===== src/rtl/itc_pkg.sv =====
// Shared types and codes for the three-channel interval timer.
package itc_pkg;

  // Item action codes; the fourth code is a no-op.
  localparam logic [1:0] ACT_READ  = 2'd0;
  localparam logic [1:0] ACT_WRITE = 2'd1;
  localparam logic [1:0] ACT_TICK  = 2'd2;

  // Command register port.
  localparam logic [1:0] CMD_PORT = 2'd3;

  // Channel access modes.
  localparam logic [1:0] AM_LATCH  = 2'd0;
  localparam logic [1:0] AM_LOW    = 2'd1;
  localparam logic [1:0] AM_HIGH   = 2'd2;
  localparam logic [1:0] AM_TOGGLE = 2'd3;

  localparam logic [15:0] RELOAD_MAX = 16'hFFFF;

  // Per-channel strobes decoded from one word.
  typedef struct packed {
    logic       rd;
    logic       wr;
    logic       cmd;
    logic       tick;
    logic [7:0] data;
  } chan_op_t;

endpackage


===== src/rtl/itc_channel.sv =====
// One counter channel: reload, count, latch, mode and byte toggle.
module itc_channel (
  input  logic             clk,
  input  logic             rst,
  input  itc_pkg::chan_op_t op,
  output logic [7:0]       rd_byte,
  output logic             reloaded
);
  import itc_pkg::*;

  logic        enabled;
  logic        toggle;
  logic [15:0] count;
  logic [15:0] latch;
  logic [15:0] reload;
  logic [1:0]  mode;

  logic        pick_high;
  logic        paired;
  logic [15:0] latch_view;
  logic [15:0] reload_hi;

  always_comb begin
    unique case (mode)
      AM_LOW:  pick_high = 1'b0;
      AM_HIGH: pick_high = 1'b1;
      default: pick_high = toggle;
    endcase
    paired     = (mode == AM_LATCH) || (mode == AM_TOGGLE);
    // non-latch modes read through a fresh snapshot of the count
    latch_view = (mode != AM_LATCH) ? count : latch;
    reload_hi  = {op.data, reload[7:0]};
    rd_byte    = !op.rd ? 8'd0 : (pick_high ? latch_view[15:8] : latch_view[7:0]);
    reloaded   = op.tick && enabled && (count == 16'd0);
  end

  always_ff @(posedge clk) begin
    if (rst) begin
      enabled <= 1'b0;
      toggle  <= 1'b0;
      count   <= 16'd0;
      latch   <= 16'd0;
      reload  <= 16'd0;
      mode    <= AM_LATCH;
    end else begin
      if (op.rd) begin
        latch <= latch_view;
        if (paired) toggle <= !toggle;
      end
      if (op.wr) begin
        if (pick_high) begin
          enabled <= 1'b1;
          reload  <= (reload_hi == 16'd0) ? RELOAD_MAX : reload_hi;
        end else begin
          enabled <= 1'b0;
          reload  <= {reload[15:8], op.data};
        end
        if (paired) toggle <= !toggle;
      end
      if (op.cmd) begin
        toggle <= 1'b0;
        mode   <= op.data[5:4];
        if (op.data[5:4] == AM_LATCH) latch <= count;
      end
      if (op.tick && enabled) begin
        count <= (count == 16'd0) ? reload : count - 16'd1;
      end
    end
  end

endmodule


===== src/rtl/interval_timer_three_channel.sv =====
// Interval timer, three 16-bit down counters with byte-wide bus access.
// An accepted word passes through the input register and then the result register.
// Throughput: one word per cycle while out_ready holds; all channels update in parallel in one pass.
// Stage 1 advances whenever the result register is empty or being drained.
// Reset (rst, synchronous, active high) clears all channel state and both stages.
module interval_timer_three_channel #(
  parameter int NUM_CHANNELS = 3
) (
  input  logic       clk,
  input  logic       rst,
  input  logic       in_valid,
  output logic       in_ready,
  input  logic [1:0] action,
  input  logic [1:0] port,
  input  logic [7:0] wr_byte,
  output logic       out_valid,
  input  logic       out_ready,
  output logic [7:0] rd_byte,
  output logic       irq0
);
  import itc_pkg::*;

  // input register
  logic       s1_valid;
  logic [1:0] s1_action;
  logic [1:0] s1_port;
  logic [7:0] s1_byte;

  logic       advance;
  logic [1:0] cmd_ch;
  logic       cmd_ok;

  chan_op_t   ops      [NUM_CHANNELS];
  logic [7:0] ch_byte  [NUM_CHANNELS];
  logic       ch_rel   [NUM_CHANNELS];

  logic [7:0] rd_byte_next;
  logic       irq0_next;

  // stage 1 moves into the result register when that is free or being taken
  assign advance  = s1_valid && (!out_valid || out_ready);
  assign in_ready = !s1_valid || advance;

  always_ff @(posedge clk) begin
    if (rst) begin
      s1_valid <= 1'b0;
    end else if (in_ready) begin
      s1_valid <= in_valid;
    end
  end

  always_ff @(posedge clk) begin
    if (in_valid && in_ready) begin
      s1_action <= action;
      s1_port   <= port;
      s1_byte   <= wr_byte;
    end
  end

  // command byte: channel in 7:6; select beyond the channel count is dropped
  assign cmd_ch = s1_byte[7:6];
  assign cmd_ok = (32'(cmd_ch) < NUM_CHANNELS);

  // decode one word into per-channel strobes
  always_comb begin
    for (int i = 0; i < NUM_CHANNELS; i++) begin
      ops[i].rd   = advance && (s1_action == ACT_READ) && (s1_port == 2'(i));
      ops[i].wr   = advance && (s1_action == ACT_WRITE) && (s1_port == 2'(i));
      ops[i].cmd  = advance && (s1_action == ACT_WRITE) && (s1_port == CMD_PORT)
                    && cmd_ok && (cmd_ch == 2'(i));
      ops[i].tick = advance && (s1_action == ACT_TICK);
      ops[i].data = s1_byte;
    end
  end

  for (genvar g = 0; g < NUM_CHANNELS; g++) begin : g_chan
    itc_channel u_chan (
      .clk      (clk),
      .rst      (rst),
      .op       (ops[g]),
      .rd_byte  (ch_byte[g]),
      .reloaded (ch_rel[g])
    );
  end

  // at most one channel drives a nonzero read byte
  always_comb begin
    rd_byte_next = 8'd0;
    for (int i = 0; i < NUM_CHANNELS; i++) begin
      rd_byte_next = rd_byte_next | ch_byte[i];
    end
    irq0_next = ch_rel[0];
  end

  // result register
  always_ff @(posedge clk) begin
    if (rst) begin
      out_valid <= 1'b0;
    end else if (advance) begin
      out_valid <= 1'b1;
    end else if (out_ready) begin
      out_valid <= 1'b0;
    end
  end

  always_ff @(posedge clk) begin
    if (advance) begin
      rd_byte <= rd_byte_next;
      irq0    <= irq0_next;
    end
  end

  // a tick never carries read data
  a_irq_no_data: assert property (@(posedge clk) disable iff (rst)
    out_valid && irq0 |-> rd_byte == 8'd0)
    else $error("irq0 with nonzero read byte");

  // only a tick can raise irq0
  a_irq_from_tick: assert property (@(posedge clk) disable iff (rst)
    advance && s1_action != ACT_TICK |=> !irq0)
    else $error("irq0 from non-tick word");

  // an accepted word always lands in stage 1
  a_accept_fills: assert property (@(posedge clk) disable iff (rst)
    in_valid && in_ready |=> s1_valid)
    else $error("accepted word lost");

endmodule


===== config.mk =====
export PLATFORM = sky130hd
export DESIGN_NAME = interval_timer_three_channel
export DESIGN_NICKNAME = d
export VERILOG_FILES = /design/src/rtl/itc_pkg.sv /design/src/rtl/itc_channel.sv /design/src/rtl/interval_timer_three_channel.sv
export SDC_FILE = /design/constraint.sdc
export NUM_CORES = 1
export LEC_CHECK = 0
export BUFFER_PORTS_ARGS = -buffer_cell sky130_fd_sc_hd__buf_4
export CORE_AREA = 2 2 167 186
export DETAILED_ROUTE_END_ITERATION = 10
export DIE_AREA = 0 0 169 188
export PLACE_DENSITY_LB_ADDON = 0.05
export SLEW_MARGIN = 10
export SYNTH_ARGS = -nofsm -noshare
export SYNTH_HDL_FRONTEND = slang
export SYNTH_SLANG_ARGS = --single-unit

===== constraint.sdc =====
create_clock -name clk -period 3.3 [get_ports clk]
set_input_delay 0.165 -clock clk [delete_from_list [all_inputs] [get_ports clk]]
set_output_delay 0.165 -clock clk [all_outputs]
set_load 0.01 [all_outputs]

## After elaboration in Yosys (flattened, before gate mapping)

Index checks and enable logic that the tools add are counted.
W data, S select, Z words.

| word-level totals | value |
|---|---|
| flip-flop bits (word level) | 179 |
| output and inout bits | 11 |
| memories | 0 |
| word-level logic and storage cells | 156 |
| bits of input ports | 16 |
| memory bits (writable) | 0 |
| bits in latches | 0 |
| bits in read-only memories | 0 |

| operators by class | value |
|---|---|
| $add $sub $neg | 3 |
| shift operators | 0 |
| bitwise operators | 2 |
| magnitude comparators | 1 |
| $mul | 0 |
| reduce and logical (&&, ||, !) cells | 56 |
| divide/modulo/power cells | 0 |
| mux-type cells | 47 |
| equal/unequal tests | 19 |

Operator list:

| kind | number |
|---|---|
| $mux W16 | 18 |
| $logic_not A16 Y1 | 6 |
| $mux W8 | 9 |
| $sub A16 B1 Y16 const B | 3 |
| $eq A2 B2 Y1 const B | 10 |
| $logic_and A1 B1 Y1 | 20 |
| $mux W1 | 17 |
| $or A8 B8 Y8 | 2 |
| $logic_not A2 Y1 | 7 |
| $eq A2 B1 Y1 const B | 6 |
| $reduce_and A2 Y1 | 6 |
| $reduce_bool A2 Y1 | 4 |
| $ne A2 B2 Y1 const B | 3 |
| $pmux W1 S2 | 3 |
| $reduce_or A2 Y1 | 3 |
| $logic_not A1 Y1 | 5 |
| $logic_or A1 B1 Y1 | 5 |
| $lt A2 B2 Y1 const B | 1 |

## Depth between registers and ports, before layout

Gate-level depths: netlist (run 1).

| logic depth | value |
|---|---|
| depth after elaboration | 8 |
| mapped depth | 9 |
| mapped depth without buffers | 7 |

## Cells and area by module

A second synthesis (run 1) with hierarchy kept.

| unflattened totals | value |
|---|---|
| cells, all modules | 947 |
| area, all modules | 9,381.5 um2 |

Modules (own cells, without submodules):

| module | cells each | area each (um2) | sequential area each (um2) | times used |
|---|---|---|---|---|
| itc_channel at g_chan[0].u_chan ... | 294 | 2,782.7 | 1,041.0 | 2 |
| itc_channel at g_chan[2].u_chan | 298 | 2,840.2 | 1,041.0 | 1 |
| interval_timer_three_channel | 61 | 975.9 | 670.6 | 1 |

## Worst setup path before layout (run 1)

No wires, ideal clock.

| timing | value |
|---|---|
| path type | register to register |
| start point | register g_chan[0].u_chan.count[0] |
| end point | register g_chan[0].u_chan.count[10] |
| data arrival time | 1.983 ns |
| period minus slack after synthesis | 2.114 ns |
| path buffers | 1 |
| setup time | 0.131 ns |
| data required time | 3.169 ns |
| path slack | 1.186 ns |
| stages on the path, launching flop included | 9 |
| cells stage by stage | dfxtp_1 inv_1 ha_1 or4b_1 or3_1 clkbuf_1 or4_1 o21ai_0 nor3_1 |

| between the ends | value |
|---|---|
| longest elaborated chain between the ends | 2 |
| elaborated cells on any way between the ends | 3 |
| those cells by class | 1 x add/sub; 1 x mux; 1 x reduce/logical |

Ends and longest elaborated chain:

| element | line | source |
|---|---|---|
| start: declaration | itc_channel.sv:13 | `logic [15:0] count;` |
| start signal: assignment | itc_channel.sv:66 | `count <= (count == 16'd0) ? reload : count - 16'd1;` |
| $sub A16 B1 Y16 or $logic_not A16 Y1 (tied branches) | itc_channel.sv:66 |  |
| $mux W16 (*) | itc_channel.sv:66 |  |

Every way passes the cells marked *; elsewhere a longest branch is shown, timed or not.
A chain may end at the register's enable or synchronous reset.

## Final worst setup path (run 1)

| timing | value |
|---|---|
| start point | register s1_byte[2] |
| end point | register g_chan[1].u_chan.reload[0] |

| between the ends | value |
|---|---|
| longest elaborated chain between the ends | 3 |

Ends and longest elaborated chain:

| element | line | source |
|---|---|---|
| start: declaration | interval_timer_three_channel.sv:27 | `logic [7:0] s1_byte;` |
| start signal: assignment | interval_timer_three_channel.sv:56 | `s1_byte <= wr_byte;` |
| $logic_not A16 Y1 | itc_channel.sv:53 | `reload <= (reload_hi == 16'd0) ? RELOAD_MAX : reload_hi;` |
| $ne A2 B2 Y1 (no source line) | - |  |
| $reduce_and A2 Y1 (no source line) | - |  |
| end signal: assignment | itc_channel.sv:53 |  |
| end signal: assignment | itc_channel.sv:56 | `reload <= {reload[15:8], op.data};` |
| end: declaration | itc_channel.sv:15 | `logic [15:0] reload;` |

Every way passes these cells.

==> results of run 1 <==
layout make-up:
type / count / area [µm²]
Clock buffer: 17 / 425
Clock inverter: 15 / 143
Fill cell: 3169 / 19900
Inverter: 52 / 195
Multi-Input combinational cell: 674 / 4590
Sequential cell: 179 / 3790
Tap cell: 379 / 474
Timing Repair Buffer: 65 / 520
synthesized netlist by cell type, types with 8 or more instances:
master and n:
a211oi_1 65, a21oi_1 47, a31oi_1 8, and2_1 8, and3_1 8, buf_2 15
clkbuf_1 46, dfxtp_1 158, edfxtp_1 21, ha_1 9, inv_1 50, mux2i_1 62
mux4_2 23, nand2_1 44, nand2b_1 9, nand3_1 30, nand4_1 11, nor2_1 152
nor3_1 29, nor4_1 17, o21ai_0 32, or3_1 13, or4_1 8
worst paths after layout:
kind	start	end	slack (ns)	cells past startpoint
worst max-delay path	s1_byte[2]	g_chan[1].u_chan.reload[0]	0.54	5
worst max register to register	s1_byte[2]	g_chan[1].u_chan.reload[0]	0.54	5
worst min register to register	g_chan[2].u_chan.latch[7]	g_chan[2].u_chan.latch[7]	0.48	2
worst min-delay path	rst	g_chan[2].u_chan.latch[1]	0.11	2
layout by cell type (no fill, tap or decap), drive strengths merged, types with 4 or more instances in the layout:
master,instances
and3,8
a32o,4
nor2b,4
nor4,18
and2,8
clkinv,5
and4,5
o32ai,7
nand2b,9
or3,14
ha,9
dlygate4sd3,13
o22ai,7
a31oi,8
o41ai,4
mux2,4
clkbuf,17
o31ai,5
or4,9
nor2,154
o311ai,5
o211ai,4
nand3,30
mux2i,62
a211oi,65
nand2,44
edfxtp,21
mux4,24
nor3,33
buf,52
nand4,11
o32a,4
dfxtp,158
inv,59
a21oi,47
o21ai,36
routing by layer:
metal,global-route usage (%),up-vias
met5,0,-
met4,5.75,0
met3,2.57,26
met2,30.2,131
met1,25.4,3617
li1,-,3617
state kept, by name, indices dropped and copies added, names as in the netlist:
name	count
g_chan.u_chan.enabled	3
s1_valid	1
s1_byte	8
out_valid	1
s1_action	2
s1_port	2
g_chan.u_chan.count	48
g_chan.u_chan.toggle	3
rd_byte	8
irq0	1
g_chan.u_chan.mode	6
g_chan.u_chan.reload	48
g_chan.u_chan.latch	48
through the flow:
stage / hold slack, ns / setup WS (ns) / cell area (µm²)
floorplan: 0.264 / 1.19 / 8860
CTS: 0.0974 / 0.545 / 10100
global route: 0.106 / 0.344 / 10100
finish: 0.115 / 0.541 / 10100
detailed placement: 0.344 / 0.600 / 9450
global placement: 0.344 / 0.682 / 9450
cells by family (layout without fill, tap and decap cells):
group	after synthesis	count (layout)	share of synthesized area, %
adder cells (fa/ha/maj)	12	12	1.95
multiplexers	90	90	13.7
buffers and inverters	119	149	5.34
AND/OR/NAND/NOR	356	356	19.7
flip-flops	179	179	42.8
AO/OA/AOI/OAI	216	216	16.5
power groups by stage:
stage               logic (µW)  registers, µW  clock network [µW]
detailed placement         179           2300                   0
CTS                        191           2250                2090
global route               205           2250                2160
floorplan                  102           2280                   0
finish                     188           2250                2020
global placement           182           2290                   0
==> load_flow_metrics.sql, run 1 <==
INSERT INTO impl_metrics (metric_group, metric, value, unit) VALUES
('place', 'routabilityCongestion', '0.781', ''),
('timing', 'report.final.setup_viol', '0', ''),
('power', 'clock_power_share', '45.4', '%'),
('worst_setup_path', 'worst-path-max-fanout', '9', ''),
('place', 'dp_hpwl', '21.0', 'mm'),
('global_route', 'global_route_wire_length_before_repair', '44.6', 'mm'),
('global_route', 'grt_ovf', '0', ''),
('floorplanning', 'dieHeight', '188', 'µm'),
('place', 'placed_cells', '1336', ''),
('floorplanning', 'initial_core_utilization', '29.5', '%'),
('logic_synthesis', 'postSynth.topFlopCell', 'dfxtp_1', ''),
('clocking', 'ctsHtreeMaxLevel', '4', ''),
('worst_setup_path', 'cp_cell_sequence', 'or4_1 -> nor3_1 -> and3_1 -> o21ai_1 -> a211oi_1', ''),
('timing', 'timing_hold_violations_final', '0', ''),
('detailed_routing', 'detail_route.iter0.violations', '476', ''),
('final_layout', 'drive_gt1_share', '12.5', '%'),
('power', 'seq_power_share', '50.4', '%'),
('worst_setup_path', 'crit_buf_inv', '0', ''),
('clocking', 'root_driver', 'clkbuf_16', ''),
('floorplanning', 'fp.dieArea', '0.0318', 'mm²'),
('power', 'internal-power', '3340', 'µW'),
('detailed_routing', 'detail_route.wirelength', '29.1', 'mm'),
('min_path', 'worst_hold_path_type', 'in -> reg', ''),
('clocking', 'total_setup_buffers_inserted_after_cts', '0', ''),
('logic_synthesis', 'ys_async_sr_fraction', '0', '%'),
('clocking', 'clk_path_buf_depth', '2', ''),
('timing', 'worst_slew_pin_slew', '1.11', 'ns'),
('floorplanning', 'coreArea', '0.0300', 'mm²'),
('timing', 'setup_repair_after_global_routing_missed_its_margin', 'false', ''),
('final_layout', 'final_net_count', '1017', ''),
('logic_synthesis', 'ys_top_cells_by_area', 'dfxtp_1, edfxtp_1, mux2i_1', ''),
('global_route', 'vias_in_the_first_global_route', '7227', ''),
('worst_setup_path', 'critical_path.startpoint_type', 'flip-flop', ''),
('detailed_routing', 'routed_via_density', '5.35', ''),
('detailed_routing', 'met2_length', '13.9', 'mm'),
('place', 'numPortBuffers', '26', ''),
('power', 'combinationalPowerShare', '4.2', '%'),
('final_layout', 'antenna_cells_inserted', '0', ''),
('clocking', 'insertion_delay', '0.44', 'ns'),
('power', 'switchingPower', '1110', 'µW'),
('outcome', 'outcome', 'finished, final reports clean', ''),
('logic_synthesis', 'syn-num-nets', '1000', ''),
('global_route', 'grt_usage', '18.5', '%'),
('power', 'switching_share', '24.9', '%'),
('worst_setup_path', 'max_stage_delay', '0.58', 'ns'),
('floorplanning', 'placementRows', '67', ''),
('final_layout', 'final_core_utilization', '33.8', '%'),
('timing', 'layout_worst_path_cycle_share', '83.6', '%'),
('power', 'highest_ir_drop_seen_on_vdd', '0.309', 'mV'),
('floorplanning', 'io-pin-count', '27', ''),
('logic_synthesis', 'synth-edff-count', '21', ''),
('timing', 'max_slew_margin', '25.7', '%'),
('logic_synthesis', 'post_synth_inst_count', '972', ''),
('timing', 'setup-tns-final', '0', 'ns'),
('logic_synthesis', 'synthesis.yosys.warnings', '0', ''),
('timing', 'fmax', '362', 'MHz'),
('timing', 'clock_skew', '0.0145', 'ns'),
('clocking', 'clock_sinks', '179', ''),
('clocking', 'post_cts_hold_buffer_count', '13', ''),
('clocking', 'clock_transition_time_at_the_flip_flop_clock_pins_of_the_worst_setup_and_hold_paths', '0.08', 'ns'),
('worst_setup_path', 'critPathTopFamily', 'simple AND/OR/NAND/NOR gates', ''),
('detailed_routing', 'topRoutingLayerUsed', 'met4', ''),
('detailed_routing', 'final_antenna_net_count', '0', ''),
('worst_setup_path', 'crit_type', 'reg -> reg', ''),
('power', 'fin_total_pwr', '4450', 'µW'),
('job', 'number_of_maximum_capacitance_constraint_violations', '0', ''),
('worst_setup_path', 'cp_data_arrival_time', '3.11', 'ns'),
('detailed_routing', 'drc', '0', ''),
('final_layout', 'fin_cells', '1381', ''),
('clocking', 'post_cts_resized', '0', ''),
('power', 'leakage', '0.00388', 'µW');
No activity file was read; power rests on OpenSTA's default activity.
==> run 2, diff against run 1 <==
==> constraint.sdc (replaced) <==
create_clock -name clk -period 2.4 [get_ports clk]
set_input_delay 0.12 -clock clk [delete_from_list [all_inputs] [get_ports clk]]
set_output_delay 0.12 -clock clk [all_outputs]
set_load 0.01 [all_outputs]
==> load_flow_metrics.sql, run 2 (synthesis gave the netlist of run 1 again) <==
INSERT INTO impl_metrics (metric_group, metric, value, unit) VALUES
('outcome', 'outcome', 'finished, final reports clean', ''),
('timing', 'fmax', '450', 'MHz'),
('min_path', 'holdCritStartpoint', 'rst', ''),
('timing', 'clock_skew', '0.0131', 'ns'),
('final_layout', 'syn_to_final_growth', '20.5', '%'),
('floorplanning', 'fp.dieArea', '0.0318', 'mm²'),
('timing', 'worst_hold_slack', '0.0657', 'ns'),
('global_route', 'global_route_wire_length_before_repair', '47.1', 'mm'),
('worst_setup_path', 'crit_type', 'reg -> reg', ''),
('global_route', 'grt_util_met3', '2.72', '%'),
('timing', 'worst_slew_pin_slew', '1.15', 'ns'),
('clocking', 'total_setup_buffers_inserted_after_cts', '0', ''),
('power', 'fin_total_pwr', '6310', 'µW'),
('clocking', 'cts_tree', 'built', ''),
('worst_setup_path', 'worst-path-max-fanout', '7', ''),
('timing', 'report.final.setup_viol', '0', ''),
('job', 'number_of_maximum_capacitance_constraint_violations', '0', ''),
('detailed_routing', 'detail_route.wirelength', '30.0', 'mm'),
('final_layout', 'reg.largest.list', 'g_chan.u_chan.count (48), g_chan.u_chan.latch (48), g_chan.u_chan.reload (48)', ''),
('global_route', 'maximum_number_of_pins_on_one_net_before_global_route_repair', '86', ''),
('clocking', 'clk_path_buf_depth', '2', ''),
('min_path', 'worst_hold_path_type', 'in -> reg', ''),
('place', 'numPortBuffers', '26', ''),
('detailed_routing', 'routed_via_density', '5.22', ''),
('global_route', 'grt_usage', '19.7', '%'),
('worst_setup_path', 'worst_r2r_path_depth', '7', ''),
('place', 'routabilityCongestion', '0.797', ''),
('final_layout', 'antenna_cells_inserted', '0', ''),
('final_layout', 'n_fill_cell', '3068', ''),
('floorplanning', 'initial_core_utilization', '29.5', '%'),
('timing', 'layout_worst_path_cycle_share', '92.6', '%'),
('detailed_routing', 'final_antenna_net_count', '0', ''),
('final_layout', 'final_common_cell', 'dfxtp_1', ''),
('detailed_routing', 'num_vias', '7533', ''),
('global_route', 'grt_util_met1', '26.8', '%'),
('final_layout', 'final_core_utilization', '35.6', '%'),
('floorplanning', 'dieHeight', '188', 'µm'),
('global_route', 'grt-busiest-layer', 'met2', ''),
('global_route', 'grt_ovf', '0', ''),
('worst_setup_path', 'worst_r2r_endpoint', 'g_chan[0].u_chan.count[10]', ''),
('timing', 'final_max_slew_viol_count', '0', ''),
('timing', 'setup_repair_after_global_routing_missed_its_margin', 'false', ''),
('clocking', 'cts_inserted_buffers', '17', ''),
('clocking', 'root_driver', 'clkbuf_16', ''),
('timing', 'timing_hold_violations_final', '0', ''),
('min_path', 'worstHoldEndpoint', 'g_chan[1].u_chan.latch[5]', ''),
('floorplanning', 'fp.dieW', '169', 'µm'),
('global_route', 'vias_in_the_first_global_route', '7536', ''),
('clocking', 'insertion_delay', '0.45', 'ns'),
('clocking', 'clock_transition_time_at_the_flip_flop_clock_pins_of_the_worst_setup_and_hold_paths', '0.08', 'ns'),
('worst_setup_path', 'critical_path.endpoint_type', 'flip-flop', ''),
('worst_setup_path', 'critical_path_required_time', '2.73', 'ns'),
('final_layout', 'layout.cells.most_common_list', 'dfxtp_1, nor2_1, buf_4', ''),
('worst_setup_path', 'cp_data_arrival_time', '2.55', 'ns'),
('power', 'leakage', '0.00421', 'µW'),
('floorplanning', 'placementRows', '67', ''),
('place', 'dp_hpwl', '22.0', 'mm'),
('detailed_routing', 'detail_route.iter0.violations', '585', ''),
('detailed_routing', 'drt_first_pass_iters', '5', ''),
('global_route', 'use_met2', '31.9', '%'),
('power', 'power_density', '591', 'mW/mm²'),
('detailed_routing', 'drc', '0', ''),
('worst_setup_path', 'r2r-start', 'g_chan[0].u_chan.count[1]', ''),
('floorplanning', 'io-pin-count', '27', ''),
('timing', 'setup-tns-final', '0', 'ns'),
('final_layout', 'drive_gt1_share', '17.5', '%'),
('worst_setup_path', 'worst-r2r-setup-slack', '0.18', 'ns'),
('clocking', 'clock_sinks', '179', ''),
('final_layout', 'final_net_count', '1078', ''),
('clocking', 'ctsHtreeMaxLevel', '4', ''),
('timing', 'max_slew_margin', '23.3', '%'),
('detailed_routing', 'post_drt_wl_per_cell', '20.8', 'µm'),
('timing', 'clock_period_minus_final_worst_setup_slack', '2.22', 'ns'),
('global_route', 'antenna_violations_before_repair', '0', ''),
('floorplanning', 'coreArea', '0.0300', 'mm²'),
('min_path', 'worstHoldPathCells', '2', ''),
('worst_setup_path', 'cp-startpoint', 'g_chan[0].u_chan.count[1]', ''),
('power', 'highest_ir_drop_seen_on_vdd', '0.451', 'mV'),
('worst_setup_path', 'critical_path.startpoint_type', 'flip-flop', '');
## run 2: worst max-delay path by stage
stage | to | slack, ns | cells past startpoint
after global routing | g_chan[0].u_chan.count[14] | 0.07 | 7
after CTS | g_chan[0].u_chan.reload[7] | 0.13 | 4
after global placement | g_chan[0].u_chan.reload[7] | 0.12 | 4
after floorplan | g_chan[0].u_chan.count[10] | 0.29 | 8
final | g_chan[0].u_chan.count[10] | 0.18 | 7
after detailed placement | g_chan[0].u_chan.reload[4] | 0.13 | 4
## run 2: worst max-delay path, stage by stage, from the launching register on
cell	delay, ns
dfxtp_1	0.35
inv_1	0.09
ha_1	0.18
or4b_1	0.49
or3_1	0.44
or4_1	0.42
o21ai_0	0.08
nor3_1	0.05
## run 2: area by class of cell
| type | instances | area, µm² | share of cell area [%] |
|---|---|---|---|
| flip-flops and latches | 179 | 3790 | 35.5 |
| multi-input cells | 674 | 4600 | 43.1 |
| inverters | 52 | 195 | 1.83 |
| clock inverters | 10 | 135 | 1.27 |
| well taps | 379 | 474 | 4.44 |
| repair buffers | 126 | 1020 | 9.51 |
| clock buffers | 22 | 464 | 4.35 |
## run 2: routing by layer
| layer | vias up | share of wire [%] |
|---|---|---|
| met5 | - | 0 |
| met4 | 0 | 2.5 |
| met3 | 34 | 2.2 |
| met2 | 122 | 47 |
| met1 | 3622 | 48 |
| li1 | 3755 | - |
## run 2: metrics by stage
stage	instance area (µm²)	setup slack, ns	cells
finish	10700	0.177	1442
global route	10700	0.0663	1442
CTS	10700	0.128	1442
detailed placement	9940	0.131	1397
global placement	9940	0.121	1397
floorplan	8860	0.286	972
## run 2: timing repair
action | in CTS | in global routing
endpoints found under the setup margin | 0 | 8
resized for setup | 0 | 1
hold endpoints to repair | 13 | 0
hold buffers | 13 | 0
## run 2: power by group
group	leakage [µW]	total [µW]	switching (µW)	internal, µW
logic	0.00245	297	193	104
registers	0.00148	3080	23.2	3050
clock network	0.000282	2940	1250	1690
total	0.00421	6310	1470	4840
==> run 3, diff against run 2 <==
==> constraint.sdc (replaced) <==
create_clock -name clk -period 2.4 [get_ports clk]
set_input_delay 0.36 -clock clk [delete_from_list [all_inputs] [get_ports clk]]
set_output_delay 0.36 -clock clk [all_outputs]
set_load 0.01 [all_outputs]
==> load_flow_metrics.sql, run 3 (synthesis gave the netlist of run 1 again) <==
INSERT INTO impl_metrics (metric_group, metric, value, unit) VALUES
('outcome', 'outcome', 'finished, final reports clean', ''),
('global_route', 'grt_ovf', '0', ''),
('detailed_routing', 'routed_via_density', '5.24', ''),
('power', 'power_density', '585', 'mW/mm²'),
('detailed_routing', 'num_vias', '7546', ''),
('timing', 'report.final.setup_viol', '0', ''),
('worst_setup_path', 'cp_data_arrival_time', '2.53', 'ns'),
('worst_setup_path', 'critical_path.startpoint_type', 'flip-flop', ''),
('timing', 'clock_skew', '0.0166', 'ns'),
('timing', 'timing_hold_violations_final', '0', ''),
('clocking', 'clk_path_buf_depth', '2', ''),
('place', 'numPortBuffers', '26', ''),
('clocking', 'clock_transition_time_at_the_flip_flop_clock_pins_of_the_worst_setup_and_hold_paths', '0.08', 'ns'),
('min_path', 'worst_hold_path_type', 'in -> reg', ''),
('clocking', 'root_driver', 'clkbuf_16', ''),
('job', 'number_of_maximum_capacitance_constraint_violations', '0', ''),
('clocking', 'post_cts_hold_buffer_count', '0', ''),
('final_layout', 'final_common_cell', 'dfxtp_1', ''),
('global_route', 'grt_usage', '19.3', '%'),
('final_layout', 'layout.cells.most_common_list', 'dfxtp_1, nor2_1, buf_4', ''),
('final_layout', 'final_net_count', '1076', ''),
('place', 'dp_hpwl', '22.1', 'mm'),
('clocking', 'post_cts_resized', '0', ''),
('clocking', 'clock_sinks', '179', ''),
('worst_setup_path', 'crit_buf_inv', '1', ''),
('worst_setup_path', 'crit_type', 'reg -> reg', ''),
('detailed_routing', 'post_drt_wl_per_cell', '20.7', 'µm'),
('timing', 'worst_slew_pin_slew', '0.605', 'ns'),
('place', 'routabilityCongestion', '0.782', ''),
('place', 'placed_cells', '1408', ''),
('timing', 'fmax', '452', 'MHz'),
('floorplanning', 'fp.dieArea', '0.0318', 'mm²'),
('timing', 'layout_worst_path_cycle_share', '92.2', '%'),
('detailed_routing', 'detail_route.iter0.violations', '469', ''),
('clocking', 'ctsHtreeMaxLevel', '4', ''),
('worst_setup_path', 'worst-r2r-setup-slack', '0.19', 'ns'),
('worst_setup_path', 'critical_path.endpoint_type', 'flip-flop', ''),
('floorplanning', 'fp.dieW', '169', 'µm'),
('timing', 'setup_repair_after_global_routing_missed_its_margin', 'false', ''),
('global_route', 'vias_in_the_first_global_route', '7649', ''),
('floorplanning', 'placementRows', '67', ''),
('power', 'leakage', '0.00422', 'µW'),
('worst_setup_path', 'critPathTopFamily', 'simple AND/OR/NAND/NOR gates', ''),
('global_route', 'global_route_wire_length_before_repair', '46.5', 'mm'),
('floorplanning', 'dieHeight', '188', 'µm'),
('timing', 'max_slew_margin', '59.4', '%'),
('detailed_routing', 'final_antenna_net_count', '0', ''),
('floorplanning', 'io-pin-count', '27', ''),
('detailed_routing', 'detail_route.wirelength', '29.8', 'mm'),
('timing', 'clock_period_minus_final_worst_setup_slack', '2.21', 'ns'),
('timing', 'final_max_slew_viol_count', '0', ''),
('clocking', 'cts_tree', 'built', ''),
('global_route', 'antenna_violations_before_repair', '0', ''),
('worst_setup_path', 'cp_cell_sequence', 'inv_1 -> ha_1 -> or4b_1 -> or3_1 -> or4_1 -> o21ai_0 -> nor3_1', ''),
('global_route', 'maximum_number_of_pins_on_one_net_before_global_route_repair', '65', ''),
('floorplanning', 'initial_core_utilization', '29.5', '%'),
('detailed_routing', 'drt_first_pass_iters', '5', ''),
('place', 'placement.setup.worst_slack', '0.212', 'ns'),
('floorplanning', 'coreArea', '0.0300', 'mm²'),
('clocking', 'cts_inserted_buffers', '17', ''),
('timing', 'final_critical_path_setup_slack', '0.188', 'ns'),
('final_layout', 'drive_gt1_share', '18.6', '%'),
('final_layout', 'n_fill_cell', '3106', ''),
('clocking', 'insertion_delay', '0.44', 'ns'),
('final_layout', 'reg.largest.list', 'g_chan.u_chan.count (48), g_chan.u_chan.latch (48), g_chan.u_chan.reload (48)', ''),
('final_layout', 'antenna_cells_inserted', '0', ''),
('power', 'highest_ir_drop_seen_on_vdd', '0.425', 'mV'),
('timing', 'setup-tns-final', '0', 'ns'),
('detailed_routing', 'drc', '0', ''),
('worst_setup_path', 'max_stage_delay', '0.49', 'ns'),
('clocking', 'total_setup_buffers_inserted_after_cts', '0', ''),
('final_layout', 'fin_cells', '1440', ''),
('final_layout', 'syn_to_final_growth', '19.7', '%'),
('worst_setup_path', 'critPathSlowestCell', 'or4b_1', ''),
('worst_setup_path', 'critical_path_required_time', '2.71', 'ns'),
('worst_setup_path', 'worst-path-max-fanout', '7', '');
==> run 3: changes by cell type in the layout (fill, tap and decap cells not counted), moves of 2 or more <==
| cell | before | now |
|---|---|---|
| clkbuf_8 | 2 | 0 |
| dlygate4sd3_1 | 13 | 0 |
| clkinvlp_4 | 4 | 0 |
| clkinv_4 | 0 | 2 |
| inv_6 | 0 | 5 |
| buf_4 | 110 | 121 |
==> run 3: path summary, 6_finish.rpt <==
kind / depth (start not counted) / from / to
worst max-delay path: 7 / g_chan[0].u_chan.count[0] / g_chan[0].u_chan.count[10]
worst min-delay path: 1 / wr_byte[0] / s1_byte[0]
worst max register to register: 7 / g_chan[0].u_chan.count[0] / g_chan[0].u_chan.count[10]
worst min register to register: 2 / g_chan[2].u_chan.latch[7] / g_chan[2].u_chan.latch[7]
==> run 3: per-layer routing <==
metal / track usage, % / vias up / wire length [µm]
li1: - / 3741 / -
met1: 26.1 / 3688 / 14300
met2: 32.5 / 98 / 14300
met3: 2.57 / 19 / 584
met4: 5.33 / 0 / 545
met5: 0 / - / 0
==> run 3: stage by stage <==
step	area [µm²]	util, %	hold slack [ns]	total power (µW)
final	10600	35.3	0.0919	6210
after detailed placement	10000	33.4	0.465	3430
after global placement	10000	33.4	0.450	3430
after global routing	10600	35.3	0.0667	6460
after floorplan	8860	-	0.439	3280
after CTS	10600	35.3	0.0678	6300
==> run 3: report_power, final <==
group	switching, µW	leakage [µW]	total [µW]	internal, µW
Clock	1290	0.000289	2850	1560
Sequential	27.3	0.00148	3080	3050
Combinational	185	0.00245	281	95.7
==> run 3: layout make-up <==
class / count / area [µm²] / area share (%)
Multi-Input combinational cell: 674 / 4590 / 43.3
Tap cell: 379 / 474 / 4.47
Clock inverter: 13 / 149 / 1.40
Inverter: 52 / 195 / 1.84
Clock buffer: 19 / 433 / 4.08
Sequential cell: 179 / 3790 / 35.8
Timing Repair Buffer: 124 / 968 / 9.13
